File: src/rtl/plob_ram.sv
`default_nettype none
module plob_ram #(
  parameter int unsigned WIDTH = 8,
  parameter int unsigned DEPTH = 16
) (
  input  wire logic                     clk,
  input  wire logic                     we,
  input  wire logic [$clog2(DEPTH)-1:0] waddr,
  input  wire logic [WIDTH-1:0]         wdata,
  input  wire logic [$clog2(DEPTH)-1:0] raddr,
  output logic      [WIDTH-1:0]         rdata
);
  logic [WIDTH-1:0] mem [DEPTH];

  always_ff @(posedge clk) begin
    if (we) begin
      mem[waddr] <= wdata;
    end
    rdata <= mem[raddr];
  end
endmodule
`default_nettype wire

File: config.mk
export PLATFORM = sky130hd
export DESIGN_NAME = plob_ram
export DESIGN_NICKNAME = d
export VERILOG_FILES = /design/src/rtl/plob_ram.sv
export SDC_FILE = /design/constraint.sdc
export NUM_CORES = 1
export LEC_CHECK = 0
export BUFFER_PORTS_ARGS = -buffer_cell sky130_fd_sc_hd__buf_2
export CORE_UTILIZATION = 45
export DETAILED_ROUTE_END_ITERATION = 6
export GPL_TIMING_DRIVEN = 0
export HOLD_SLACK_MARGIN = 0.05
export SETUP_SLACK_MARGIN = 0.05
export SLEW_MARGIN = 10
export SYNTH_ARGS = -nofsm -noshare
export SYNTH_HDL_FRONTEND = slang
export SYNTH_SLANG_ARGS = --single-unit
File: constraint.sdc
create_clock -name clk -period 2 [get_ports clk]
set_clock_uncertainty 0.05 [all_clocks]
set_input_delay 0 -clock clk [delete_from_list [all_inputs] [get_ports clk]]
set_output_delay 0 -clock clk [all_outputs]
set_load 0.005 [all_outputs]
==> results.txt <==
Hold Path Class: in2reg
post-synth net total: 247
antenna violations before repair: 0
kind of critical path: reg2reg
WL/cell: 22.4 µm
syn avg cell area: 22.5 µm²
worst-path maximum fanout: 1
DR DRC count: 0
hold-fix buffers at CTS: 12
post-CTS setup buffers: 0
Area Overhead vs Synth: 19.5%
r2r endpoint: rdata[0]
Post-synth EDFFs: 128
net count reported at finish: 302
CTS Buf Count: 17
sequential share of the synthesized area: 0.778
clock-pin slew on the worst setup and hold paths: 0.06 ns
total track usage: 0.186
synthesis warning total: 0
Core Area: 11000 µm²
I/O pin count: 26
WP data required: 2.22 ns
Worst Reg-to-Reg Cells: 4
initial drt markers: 174
layout cells sized above 1: 0.286
top_reg_cell synth: edfxtp_1
final cell utilization of the core: 0.560
final-report setup violation count: 0
post-cts resize count: 0
RSZ-0062 raised after global routing: false
number of library cell types mapped by synthesis: 19
CP startpoint kind: flip-flop
Fmax: 536 MHz
peak supply drop: 0.538 mV
top cell type's share of synthesized area: 0.747
initial core utilization: 0.469
Die Height: 109 µm
Cell Area, Synth: 5150 µm²
row count: 38
Static Leak: 2.08 nW
Syn Inst Count: 229
clk sinks: 136
hold depth: 4
overall power: 0.00652 W
most common cell in the synthesized netlist: edfxtp_1
largest net degree at the start of global routing: 17
most frequent cells after synthesis: 128 x edfxtp_1, 18 x mux4_2, 16 x a22oi_1
Chip Width: 109 µm
filler instances: 819
cell taking the most area after synthesis: edfxtp_1
max cap viols: 0
Clock Latency Late Sink: 0.41 ns
fin cells: 437
worst-margin pin slew: 1.13 ns
Clock Path Buffers: 2
status: complete, no violations
Placed Cells incl. Taps: 393
Final Critical Period: 1.87 ns
DIE AREA: 11900 µm²
first-pass GRT wire length: 14500 µm
placed cell areas: 5450 µm²
largest cells by area after synthesis: edfxtp_1 75%, mux4_2 7.9%, mux4_1 7.1%, dfxtp_1 3.1%, a22oi_1 2.3%
number of port buffers: 24
Detailed Place HPWL: 6090 µm
hold_sp: raddr[0]
first-pass iteration count of the detailed router: 5
routability congestion estimate: 0.691
Max-slew headroom: 0.244
Via Count: 2462
vias in the first global route: 2377
Detail Route Antenna Nets: 0
flop and latch count out of synthesis: 136
CTS root buffer: clkbuf_16
GRT Residual Overflow: 0
Final Hold Violating Endpoints: 0
Final Max Slew Viols: 0
Post-synth ARST share: 0
Reg2Reg Launch Point: mem[1][0]
Setup crit end kind: flip-flop
WP data arrival: 2.09 ns
diodes inserted: 0
via/cell ratio: 5.63
drt total wl: 9800 µm
Endpoint, Worst Hold: rdata[7]
reg2reg setup slack: 0.13 ns
final design instance area without fill: 6150 µm²
CTS tree: built
power per cell area: 1060 nW/µm²
Tcrit/Tclk final: 0.933
H-tree depth: 4
logic make-up after synthesis:
| family | Yosys count | synth area share |
|---|---|---|
| simple gates | 35 | 0.0318 |
| mux | 32 | 0.150 |
| flops | 136 | 0.778 |
| compound gates | 16 | 0.0233 |
| buf+inv | 10 | 0.0168 |
area by class of cell:
cell class                      instances  area (µm²)  area share
Clock buffer                           23         478      0.0777
Tap cell                              140         175      0.0285
Multi-Input combinational cell         83        1070       0.174
Clock inverter                          9        97.6      0.0159
Buffer                                 10        86.3      0.0140
Timing Repair Buffer                   36         240      0.0390
Sequential cell                       136        4000       0.651
power breakdown:
part,internal (W),switching (W)
combinational,0.000142,0.000178
clock,0.00192,0.00108
sequential,0.00319,0.0000136
stage by stage:
| step | hold slack [ns] | setup TNS (ns) | setup WS [ns] |
|---|---|---|---|
| 2_1_floorplan | 0.0489 | 0 | 0.457 |
| 3_5_place_dp | 0.324 | 0 | 0.170 |
| 5_1_grt | 0.102 | 0 | 0.128 |
| 4_1_cts | 0.107 | 0 | 0.146 |
| 6_report | 0.107 | 0 | 0.134 |
| 3_3_place_gp | 0.326 | -1.38 | -0.173 |
sequential cells by signal, summed over array words and instances (netlist names):
| register | cells |
|---|---|
| rdata | 8 |
| mem | 128 |
layer usage:
metal  track usage  wire [µm]  up-vias
met5             0          0        -
met4        0.0888        199        0
met3        0.0544        675       13
met2         0.266       4560       78
met1         0.262       4360     1291
li1              -          -     1080
worst max-delay path by stage:
| stage | startpoint | slack (ns) | cells past startpoint | end |
|---|---|---|---|---|
| floorplan | waddr[2] | 0.46 | 2 | mem[0][0] |
| global placement | waddr[2] | -0.17 | 3 | mem[0][7] |
| detailed placement | waddr[3] | 0.17 | 3 | mem[4][7] |
| CTS | mem[1][0] | 0.15 | 4 | rdata[0] |
| global route | mem[1][0] | 0.13 | 4 | rdata[0] |
| finish | mem[1][0] | 0.13 | 4 | rdata[0] |
cell usage in the layout (no fill, tap or decap), drive strengths merged, types with 3 or more instances in the layout:
master,instances
a22oi,16
edfxtp,128
clkinv,6
dfxtp,8
mux4,32
nand2,9
nor3,4
dlygate4sd3,12
nor2,13
buf,31
clkdlybuf4s25,3
clkbuf,23
critical path: stages, from the launching register on:
cell and delay [ns]:
edfxtp_1 0.36, mux4_1 0.49, dlygate4sd3_1 0.57, a22oi_1 0.18
nand2_1 0.08
No activity file was read; power rests on OpenSTA's default activity.
